**config.mk**
```make
export PLATFORM = sky130hd
export DESIGN_NAME = ansi_csi_control_decoder
export DESIGN_NICKNAME = d
export VERILOG_FILES = /design/src/acsi_pkg.sv /design/src/acsi_decode.sv /design/src/ansi_csi_control_decoder.sv
export VERILOG_INCLUDE_DIRS = /design/src /design/src/src
export SDC_FILE = /design/constraint.sdc
export NUM_CORES = 1
export LEC_CHECK = 0
export ABC_AREA = 1
export BUFFER_PORTS_ARGS = -buffer_cell sky130_fd_sc_hd__buf_2
export CAP_MARGIN = 20
export CELL_PAD_IN_SITES_DETAIL_PLACEMENT = 1
export CELL_PAD_IN_SITES_GLOBAL_PLACEMENT = 1
export CORE_AREA = 8 8 221 223
export CTS_CLUSTER_DIAMETER = 100
export DETAILED_ROUTE_END_ITERATION = 10
export DIE_AREA = 0 0 229 231
export PLACE_DENSITY_LB_ADDON = 0.15
export REMOVE_ABC_BUFFERS = 1
export SLEW_MARGIN = 15
export SYNTH_ARGS = -nofsm -noshare
export SYNTH_HDL_FRONTEND = slang
export SYNTH_HIERARCHICAL = 1
export SYNTH_SLANG_ARGS = --single-unit
```
**constraint.sdc**
```tcl
create_clock -name i_clk -period 2.95 [get_ports i_clk]
set_input_delay 0.4425 -clock i_clk [delete_from_list [all_inputs] [get_ports i_clk]]
set_output_delay 0.4425 -clock i_clk [all_outputs]
set_load 0.01 [all_outputs]
```
**src/ansi_csi_control_decoder_assert.svh**
```systemverilog
// Assertion macros used by the terminal control decoder top level.
`ifndef ANSI_CSI_CONTROL_DECODER_ASSERT_SVH
`define ANSI_CSI_CONTROL_DECODER_ASSERT_SVH

// Checks that the consequent holds in the same cycle as the antecedent.
`define ACSI_ASSERT_IMP(name, ante, cons, msg) \
    name: assert property (@(posedge i_clk) disable iff (!i_rst_n) (ante) |-> (cons)) \
        else $error(msg);

// Checks that the consequent holds in the cycle after the antecedent.
`define ACSI_ASSERT_NXT(name, ante, cons, msg) \
    name: assert property (@(posedge i_clk) disable iff (!i_rst_n) (ante) |=> (cons)) \
        else $error(msg);

`endif

```
**src/acsi_pkg.sv**
```systemverilog
// Types, codes and constants of the terminal control decoder.
package acsi_pkg;

    localparam int MAX_PARAMS  = 3;
    localparam int PARAM_BITS  = 16;
    localparam int MAX_RESULTS = 3;
    localparam int PCNT_W      = $clog2(MAX_PARAMS + 1);
    localparam int RCNT_W      = $clog2(MAX_RESULTS + 1);
    localparam int ARG_BITS    = 16;
    localparam int CMD_BITS    = 5;
    localparam int DEC_BASE    = 10;

    // Parser modes; the unused code behaves as ground.
    localparam logic [1:0] MODE_GROUND = 2'd0;
    localparam logic [1:0] MODE_ESC    = 2'd1;
    localparam logic [1:0] MODE_CSI    = 2'd2;

    localparam logic [CMD_BITS-1:0] CMD_PUTCHAR   = 5'd0;
    localparam logic [CMD_BITS-1:0] CMD_BS        = 5'd1;
    localparam logic [CMD_BITS-1:0] CMD_HTAB      = 5'd2;
    localparam logic [CMD_BITS-1:0] CMD_VTAB      = 5'd3;
    localparam logic [CMD_BITS-1:0] CMD_BEEP      = 5'd4;
    localparam logic [CMD_BITS-1:0] CMD_CR        = 5'd5;
    localparam logic [CMD_BITS-1:0] CMD_LF        = 5'd6;
    localparam logic [CMD_BITS-1:0] CMD_SPACE     = 5'd7;
    localparam logic [CMD_BITS-1:0] CMD_DEL       = 5'd8;
    localparam logic [CMD_BITS-1:0] CMD_SETPOS    = 5'd9;
    localparam logic [CMD_BITS-1:0] CMD_UP        = 5'd10;
    localparam logic [CMD_BITS-1:0] CMD_DOWN      = 5'd11;
    localparam logic [CMD_BITS-1:0] CMD_FWD       = 5'd12;
    localparam logic [CMD_BITS-1:0] CMD_BACK      = 5'd13;
    localparam logic [CMD_BITS-1:0] CMD_SAVE      = 5'd14;
    localparam logic [CMD_BITS-1:0] CMD_RESTORE   = 5'd15;
    localparam logic [CMD_BITS-1:0] CMD_ERASELINE = 5'd16;
    localparam logic [CMD_BITS-1:0] CMD_CLEAR     = 5'd17;
    localparam logic [CMD_BITS-1:0] CMD_REFRESH   = 5'd18;

    localparam logic [7:0] CHAR_BEL       = 8'h07;
    localparam logic [7:0] CHAR_BS        = 8'h08;
    localparam logic [7:0] CHAR_HT        = 8'h09;
    localparam logic [7:0] CHAR_LF        = 8'h0A;
    localparam logic [7:0] CHAR_VT        = 8'h0B;
    localparam logic [7:0] CHAR_CR        = 8'h0D;
    localparam logic [7:0] CHAR_ESC       = 8'h1B;
    localparam logic [7:0] CHAR_SPACE     = 8'h20;
    localparam logic [7:0] CHAR_DEL       = 8'h7F;
    localparam logic [7:0] CHAR_LBRACKET  = 8'h5B;
    localparam logic [7:0] CHAR_SEMICOLON = 8'h3B;
    localparam logic [7:0] CHAR_ZERO      = 8'h30;
    localparam logic [7:0] CHAR_NINE      = 8'h39;
    localparam logic [7:0] CHAR_UPPER_A   = 8'h41;
    localparam logic [7:0] CHAR_UPPER_B   = 8'h42;
    localparam logic [7:0] CHAR_UPPER_C   = 8'h43;
    localparam logic [7:0] CHAR_UPPER_D   = 8'h44;
    localparam logic [7:0] CHAR_UPPER_H   = 8'h48;
    localparam logic [7:0] CHAR_UPPER_J   = 8'h4A;
    localparam logic [7:0] CHAR_UPPER_K   = 8'h4B;
    localparam logic [7:0] CHAR_LOWER_F   = 8'h66;
    localparam logic [7:0] CHAR_LOWER_S   = 8'h73;
    localparam logic [7:0] CHAR_LOWER_U   = 8'h75;

    localparam logic [PARAM_BITS-1:0] CLEAR_ARG = PARAM_BITS'(2);

    typedef struct packed {
        logic [7:0] data_byte;
        logic       end_of_buffer;
    } t_req;

    typedef struct packed {
        logic [CMD_BITS-1:0] command;
        logic [ARG_BITS-1:0] arg_first;
        logic [ARG_BITS-1:0] arg_second;
        logic [7:0]          char_out;
        logic                run_last;
    } t_res;

    typedef struct packed {
        logic [1:0]                             mode;
        logic [PARAM_BITS-1:0]                  acc;
        logic [MAX_PARAMS-1:0][PARAM_BITS-1:0]  params;
        logic [PCNT_W-1:0]                      count;
    } t_state;

    // Results caused by one request, packed from index 0 upward.
    typedef struct packed {
        logic [RCNT_W-1:0]           count;
        t_res [MAX_RESULTS-1:0]      items;
    } t_step;

endpackage

```
**src/acsi_decode.sv**
```systemverilog
// Byte decoder: next parser state and the results caused by one byte.
module acsi_decode (
    input  acsi_pkg::t_req   i_req,
    input  acsi_pkg::t_state i_state,
    output acsi_pkg::t_state o_state,
    output acsi_pkg::t_step  o_step
);

    localparam int SUM_W = acsi_pkg::PARAM_BITS + 4;

    logic [7:0]                              w_byte;
    logic                                    w_eob;
    logic [7:0]                              w_diff;
    logic [SUM_W-1:0]                        w_sum;
    logic [acsi_pkg::PARAM_BITS-1:0]         w_acc_sat;
    logic [acsi_pkg::PARAM_BITS-1:0]         w_p0;
    logic [acsi_pkg::PARAM_BITS-1:0]         w_mv;
    logic                                    w_do_store;
    logic                                    w_do_dispatch;
    logic                                    w_do_ground;
    logic [acsi_pkg::MAX_RESULTS-1:0]        w_slot_v;
    acsi_pkg::t_res [acsi_pkg::MAX_RESULTS-1:0] w_slot;
    acsi_pkg::t_state                        w_next;
    acsi_pkg::t_step                         w_step;

    function automatic acsi_pkg::t_res make_res(
        input logic [acsi_pkg::CMD_BITS-1:0]   cmd,
        input logic [acsi_pkg::PARAM_BITS-1:0] a,
        input logic [acsi_pkg::PARAM_BITS-1:0] b,
        input logic [7:0]                      ch
    );
        acsi_pkg::t_res r;
        r.command    = cmd;
        r.arg_first  = acsi_pkg::ARG_BITS'(a);
        r.arg_second = acsi_pkg::ARG_BITS'(b);
        r.char_out   = ch;
        r.run_last   = 1'b0;
        return r;
    endfunction

    assign w_byte = i_req.data_byte;
    assign w_eob  = i_req.end_of_buffer;

    // Decimal accumulate with saturation at the all-ones value.
    assign w_diff = w_byte - acsi_pkg::CHAR_ZERO;
    assign w_sum  = SUM_W'(i_state.acc) * SUM_W'(acsi_pkg::DEC_BASE) + SUM_W'(w_diff[3:0]);
    assign w_acc_sat = (|w_sum[SUM_W-1:acsi_pkg::PARAM_BITS]) ? '1
                                                              : w_sum[acsi_pkg::PARAM_BITS-1:0];

    always_comb begin
        w_next        = i_state;
        w_slot        = '0;
        w_slot_v      = '0;
        w_do_store    = 1'b0;
        w_do_dispatch = 1'b0;
        w_do_ground   = 1'b0;

        case (i_state.mode)
            acsi_pkg::MODE_ESC: begin
                if (w_byte == acsi_pkg::CHAR_LBRACKET && !w_eob) begin
                    w_next.mode   = acsi_pkg::MODE_CSI;
                    w_next.acc    = '0;
                    w_next.params = '0;
                    w_next.count  = '0;
                end else begin
                    // Lone escape: print it, then treat this byte as ground text.
                    w_next.mode = acsi_pkg::MODE_GROUND;
                    w_slot_v[0] = 1'b1;
                    w_slot[0]   = make_res(acsi_pkg::CMD_PUTCHAR, '0, '0, acsi_pkg::CHAR_ESC);
                    w_do_ground = 1'b1;
                end
            end
            acsi_pkg::MODE_CSI: begin
                if (w_byte inside {[acsi_pkg::CHAR_ZERO:acsi_pkg::CHAR_NINE]}) begin
                    w_next.acc = w_acc_sat;
                end else if (w_byte == acsi_pkg::CHAR_SEMICOLON) begin
                    w_do_store = 1'b1;
                end else begin
                    w_do_store    = (i_state.acc != '0);
                    w_do_dispatch = 1'b1;
                end
            end
            default: begin
                w_next.mode = acsi_pkg::MODE_GROUND;
                w_do_ground = 1'b1;
            end
        endcase

        if (w_do_store) begin
            for (int k = 0; k < acsi_pkg::MAX_PARAMS; k++) begin
                if (i_state.count == acsi_pkg::PCNT_W'(k)) begin
                    w_next.params[k] = i_state.acc;
                end
            end
            if (i_state.count < acsi_pkg::PCNT_W'(acsi_pkg::MAX_PARAMS)) begin
                w_next.count = i_state.count + 1'b1;
            end
            w_next.acc = '0;
        end

        w_p0 = w_next.params[0];
        w_mv = (w_p0 == '0) ? acsi_pkg::PARAM_BITS'(1) : w_p0;

        if (w_do_dispatch) begin
            w_next.mode = acsi_pkg::MODE_GROUND;
            w_next.acc  = '0;
            w_slot_v[1] = 1'b1;
            case (w_byte)
                acsi_pkg::CHAR_UPPER_H,
                acsi_pkg::CHAR_LOWER_F: w_slot[1] = make_res(acsi_pkg::CMD_SETPOS, w_p0,
                                                             w_next.params[1], '0);
                acsi_pkg::CHAR_UPPER_A: w_slot[1] = make_res(acsi_pkg::CMD_UP, w_mv, '0, '0);
                acsi_pkg::CHAR_UPPER_B: w_slot[1] = make_res(acsi_pkg::CMD_DOWN, w_mv, '0, '0);
                acsi_pkg::CHAR_UPPER_C: w_slot[1] = make_res(acsi_pkg::CMD_FWD, w_mv, '0, '0);
                acsi_pkg::CHAR_UPPER_D: w_slot[1] = make_res(acsi_pkg::CMD_BACK, w_mv, '0, '0);
                acsi_pkg::CHAR_LOWER_S: w_slot[1] = make_res(acsi_pkg::CMD_SAVE, '0, '0, '0);
                acsi_pkg::CHAR_LOWER_U: w_slot[1] = make_res(acsi_pkg::CMD_RESTORE, '0, '0, '0);
                acsi_pkg::CHAR_UPPER_K: w_slot[1] = make_res(acsi_pkg::CMD_ERASELINE, '0, '0, '0);
                acsi_pkg::CHAR_UPPER_J: begin
                    w_slot[1]   = make_res(acsi_pkg::CMD_CLEAR, '0, '0, '0);
                    w_slot_v[1] = (w_p0 == acsi_pkg::CLEAR_ARG);
                end
                default: w_slot_v[1] = 1'b0;
            endcase
        end

        if (w_do_ground) begin
            w_slot_v[1] = 1'b1;
            case (w_byte)
                acsi_pkg::CHAR_ESC: begin
                    // An escape that does not end the buffer opens a new sequence.
                    w_slot[1]   = make_res(acsi_pkg::CMD_PUTCHAR, '0, '0, w_byte);
                    w_slot_v[1] = w_eob;
                    if (!w_eob) begin
                        w_next.mode = acsi_pkg::MODE_ESC;
                    end
                end
                acsi_pkg::CHAR_BS:    w_slot[1] = make_res(acsi_pkg::CMD_BS, '0, '0, '0);
                acsi_pkg::CHAR_HT:    w_slot[1] = make_res(acsi_pkg::CMD_HTAB, '0, '0, '0);
                acsi_pkg::CHAR_VT:    w_slot[1] = make_res(acsi_pkg::CMD_VTAB, '0, '0, '0);
                acsi_pkg::CHAR_BEL:   w_slot[1] = make_res(acsi_pkg::CMD_BEEP, '0, '0, '0);
                acsi_pkg::CHAR_CR:    w_slot[1] = make_res(acsi_pkg::CMD_CR, '0, '0, '0);
                acsi_pkg::CHAR_LF:    w_slot[1] = make_res(acsi_pkg::CMD_LF, '0, '0, '0);
                acsi_pkg::CHAR_SPACE: w_slot[1] = make_res(acsi_pkg::CMD_SPACE, '0, '0, '0);
                acsi_pkg::CHAR_DEL:   w_slot[1] = make_res(acsi_pkg::CMD_DEL, '0, '0, '0);
                default:              w_slot[1] = make_res(acsi_pkg::CMD_PUTCHAR, '0, '0, w_byte);
            endcase
        end

        // A buffer end drops any open sequence and always asks for a refresh.
        if (w_eob) begin
            w_next.mode = acsi_pkg::MODE_GROUND;
            w_next.acc  = '0;
            w_slot_v[2] = 1'b1;
            w_slot[2]   = make_res(acsi_pkg::CMD_REFRESH, '0, '0, '0);
        end

        w_step = '0;
        for (int k = 0; k < acsi_pkg::MAX_RESULTS; k++) begin
            if (w_slot_v[k]) begin
                w_step.items[w_step.count[1:0]] = w_slot[k];
                w_step.count                    = w_step.count + 1'b1;
            end
        end
        if (w_step.count != '0) begin
            w_step.items[2'(w_step.count - 1'b1)].run_last = 1'b1;
        end
    end

    assign o_state = w_next;
    assign o_step  = w_step;

endmodule

```
**src/ansi_csi_control_decoder.sv**
```systemverilog
// Top level of the terminal control decoder: input register, parser state, result buffer.
//
//  Channel | Handshake                | Payload
//  --------+--------------------------+-------------------------------
//  input   | i_in_valid / o_in_ready  | i_in_data  (byte, buffer end)
//  output  | o_out_valid / i_out_ready| o_out_data (command, args, char)
//
// A byte waits in the input register, is decoded there in one pass, and its
// results are loaded into a three-entry result buffer.
// A byte causing at most one result moves on every cycle while the output is
// ready; a byte causing k results holds the input register while the buffer drains.
// Synchronous active-low reset returns the parser to ground and empties both
// registers; a stall on the output holds the buffer and, through it, the input.
module ansi_csi_control_decoder (
    input  logic             i_clk,
    input  logic             i_rst_n,
    input  logic             i_in_valid,
    output logic             o_in_ready,
    input  acsi_pkg::t_req   i_in_data,
    output logic             o_out_valid,
    input  logic             i_out_ready,
    output acsi_pkg::t_res   o_out_data
);

    `include "ansi_csi_control_decoder_assert.svh"

    logic                                        r_in_valid;
    logic                                        n_in_valid;
    acsi_pkg::t_req                              r_in;
    acsi_pkg::t_state                            r_state;
    acsi_pkg::t_state                            n_state;
    acsi_pkg::t_res [acsi_pkg::MAX_RESULTS-1:0]  r_res;
    acsi_pkg::t_res [acsi_pkg::MAX_RESULTS-1:0]  n_res;
    logic [acsi_pkg::RCNT_W-1:0]                 r_cnt;
    logic [acsi_pkg::RCNT_W-1:0]                 n_cnt;
    acsi_pkg::t_state                            w_dec_state;
    acsi_pkg::t_step                             w_step;
    logic                                        w_take;
    logic                                        w_buf_free;
    logic                                        w_adv;

    acsi_decode u_decode (
        .i_req   (r_in),
        .i_state (r_state),
        .o_state (w_dec_state),
        .o_step  (w_step)
    );

    assign o_out_valid = (r_cnt != '0);
    assign o_out_data  = r_res[0];
    assign w_take      = o_out_valid && i_out_ready;
    // The buffer can take a new batch when empty or once its last entry leaves this cycle.
    assign w_buf_free  = (r_cnt == '0) || (r_cnt == acsi_pkg::RCNT_W'(1) && i_out_ready);
    assign w_adv       = r_in_valid && w_buf_free;
    assign o_in_ready  = !r_in_valid || w_adv;

    always_comb begin
        n_in_valid = r_in_valid;
        n_state    = r_state;
        n_res      = r_res;
        n_cnt      = r_cnt;
        if (o_in_ready) begin
            n_in_valid = i_in_valid;
        end
        if (w_adv) begin
            n_state = w_dec_state;
            n_res   = w_step.items;
            n_cnt   = w_step.count;
        end else if (w_take) begin
            for (int k = 0; k < acsi_pkg::MAX_RESULTS - 1; k++) begin
                n_res[k] = r_res[k+1];
            end
            n_cnt = r_cnt - 1'b1;
        end
    end

    always_ff @(posedge i_clk) begin
        if (!i_rst_n) begin
            r_in_valid <= 1'b0;
            r_state    <= '0;
            r_cnt      <= '0;
        end else begin
            r_in_valid <= n_in_valid;
            r_state    <= n_state;
            r_cnt      <= n_cnt;
        end
    end

    always_ff @(posedge i_clk) begin
        if (o_in_ready) begin
            r_in <= i_in_data;
        end
        r_res <= n_res;
    end

    `ACSI_ASSERT_IMP(a_last_marked, r_cnt == acsi_pkg::RCNT_W'(1), r_res[0].run_last,
                     "final buffered result lacks the last-result mark")
    `ACSI_ASSERT_IMP(a_early_unmarked, r_cnt > acsi_pkg::RCNT_W'(1), !r_res[0].run_last,
                     "last-result mark shown before the final result")
    `ACSI_ASSERT_NXT(a_eob_ground, w_adv && r_in.end_of_buffer,
                     r_state.mode == acsi_pkg::MODE_GROUND && r_state.acc == '0,
                     "parser not back in ground after a buffer end")
    `ACSI_ASSERT_IMP(a_char_zero, o_out_valid && o_out_data.command != acsi_pkg::CMD_PUTCHAR,
                     o_out_data.char_out == '0,
                     "character field set on a non-print command")
    `ACSI_ASSERT_IMP(a_count_range, 1'b1,
                     r_state.count <= acsi_pkg::PCNT_W'(acsi_pkg::MAX_PARAMS),
                     "parameter count beyond the parameter store")

endmodule
```
==> results by group <==
Drt
  – Final WL: 37200 um
  – Initial DRC Count: a little over 400
  – Drt drc: 0
  – Drt pass-1 iters: 4
  – Vias: between 10000 and 15000
  – DR WL/cell: 15.3 um
  – Via/cell ratio: 4.35
  – Post-DRT Antenna Nets: 0

Global routing
  – First-pass GRT wire length: 59900 um
  – Final global-route overflow total: 0
  – Gr usage total: between 10% and 20%
  – Pin count of the biggest net entering global routing: 99
  – Vias in the first global route: approximately 11000
  – Initial antenna violation count: 0

Clock network
  – H-tree levels: 1
  – Total CTS buffers: 27
  – Worst-case clock buffer depth: 3
  – Clock sinks: around 200
  – Clock root buffer: clkbuf_16
  – Reg clk slew, reported paths: around 60 ps
  – CTS tree: built
  – Latest clock arrival within the worst-skew pair: around 560 ps

Place
  – Placer congestion estimate: 0.792
  – Inst Count DP: around 2300
  – Worst slack, placed: -747 ps
  – I/O Buffers: 60
  – Post-DP HPWL: between 20000 and 25000 um

Worst setup path
  – Reg2reg start: r_in[8]
  – CP startpoint: r_in[8]
  – Worst-path maximum fanout: 8
  – CP Capture Type: register
  – Critical path required time: approximately 3400 ps
  – Crit Path Category: register to register
  – Crit path arrival time: about 3800 ps
  – Critical Path Start Type: register
  – Reg2reg path depth: 25

Die
  – Initial core utilization: 27.3%
  – Die Footprint: between 50000 and 60000 sq um
  – Row count: 78
  – Boundary pin count: 61
  – Die X: approximately 230 um
  – Die height: about 230 um
  – Core ar.: between 40000 and 50000 sq um

Pwr
  – Max IR drop VDD: 0.000467 V
  – Power Density: a little under 800 nW/um^2
  – Tot Pwr: 12800 uW
  – Static Leakage: about 0.0073 uW

Finish
  – Fin nets: about 1900
  – Area grow syn2layout: 33.9%
  – Final Core Density: between 30 and 40%
  – Reg area: around 5500 sq um
  – Fraction of layout cells with a size suffix above 1: about a third
  – Final std cells w/o fill: approximately 2400
  – Footprint of the multi-input gates: approximately 6300 sq um
  – FILL cells: 5410
  – # diodes: 0

Min path
  – Hold path depth: 1
  – Min-delay src: i_in_data[0]
  – Hold Crit Class: primary input to register

Timing
  – Final Hold Vio Count: 0
  – Worst-Margin Slew: between 600 and 700 ps
  – Worst setup margin: -422 ps
  – Period utilization: 114%
  – RSZ-0062 raised after global routing: true
  – Fin Clk Skew: about 43 ps
  – Final setup violation count: 74
  – Tmin final: 3370 ps
  – Final Max Slew Viols: 0
  – Relative slew slack: a little under three fifths
  – Fmax: between 0.2 and 0.3 GHz

Yosys
  – Cells after Synth: between 1500 and 2000
  – Mapped cell area: between 10000 and 15000 sq um
  – Yosys warnings: 6
  – Mapped Avg Cell Area: 7.89 sq um

Status
  – Outcome: complete, but fails checks
  – Failing checks: setup timing

Flow run
  – Max Cap Violations: 0
-- repair_timing --
action                                  4_1_cts  5_1_grt
endpoints found under the setup margin       75       77
setup buffers                                35       15
resized for setup                           153      135
gates cloned                                  3        0
hold buffers                                  0        0
pin swaps                                    80       79
-- stage by stage --
stage,area (sq um),hold WS [ps],setup TNS (ps)
finish,16500,54.7,-17300
CTS,15800,14.1,-21490
global route,16500,22.1,-32700
global placement,14100,464,-37960
detailed placement,14100,477,-38220
floorplan,11300,455,-55930
-- path summary, 6_finish.rpt --
kind	endpoint	slack, ps
setup / recovery	o_out_data[40]	-420
hold / removal	r_in[0]	50
setup reg to reg	o_out_data[40]	-420
hold reg to reg	r_state[24]	490
-- worst max-delay path, stage by stage (launching register included) --
cell and delay (ps):
edfxtp_1 440, nor2_4 180, nand3_2 100, nor2_4 210
nor2_8 70, nand3_4 220, buf_12 170, nand2_4 60
nand2_4 70, nor2_4 60, buf_6 110, buf_4 120
buf_4 120, buf_4 120, buf_4 120, buf_4 120
buf_4 120, buf_4 120, nand3_2 70, nor2_4 40
nand3_2 70, nand2_4 80, buf_12 160, a21oi_4 110
nand2_1 70, nand2_1 80
-- area by class of cell --
cell class | count | area share (%)
multi-input cells | 1130 | 38.2
flip-flops and latches | 202 | 33.5
repair buffers | 321 | 15.2
well taps | 600 | 4.56
clock buffers | 38 | 4.53
inverters | 120 | 2.87
clock inverters | 12 | 1.09
-- report_power, final --
group | internal [uW] | switching [uW] | leakage, uW
sequential | 3980 | 259 | 0.00186
combinational | 2120 | 2960 | 0.00497
clock | 2120 | 1320 | 0.000454
-- cell usage in the layout (no fill, tap or decap), types with 36 or more instances in the layout --
cell type and n:
conb_1 75, a21oi_1 40, inv_1 98, dfxtp_1 47
nand3_1 59, o21ai_0 48, buf_4 232, edfxtp_1 147
nand2_2 41, buf_2 60, nand2_1 454, nor2_1 150
a21oi_2 36
-- state kept, by name, summed over array words and instances (netlist names) --
name / cells
o_out_data: 46
r_cnt: 2
r_in: 9
r_in_valid: 1
r_res: 92
r_state: 52
-- routing by layer --
metal | vias up | wire length (um) | track usage [%]
li1 | 5338 | - | -
met1 | 5052 | 17000 | 17.1
met2 | 111 | 18400 | 25.0
met3 | 46 | 979 | 1.86
met4 | 0 | 777 | 3.29
met5 | - | 0 | 0
Power figures use the tool's default switching activity.
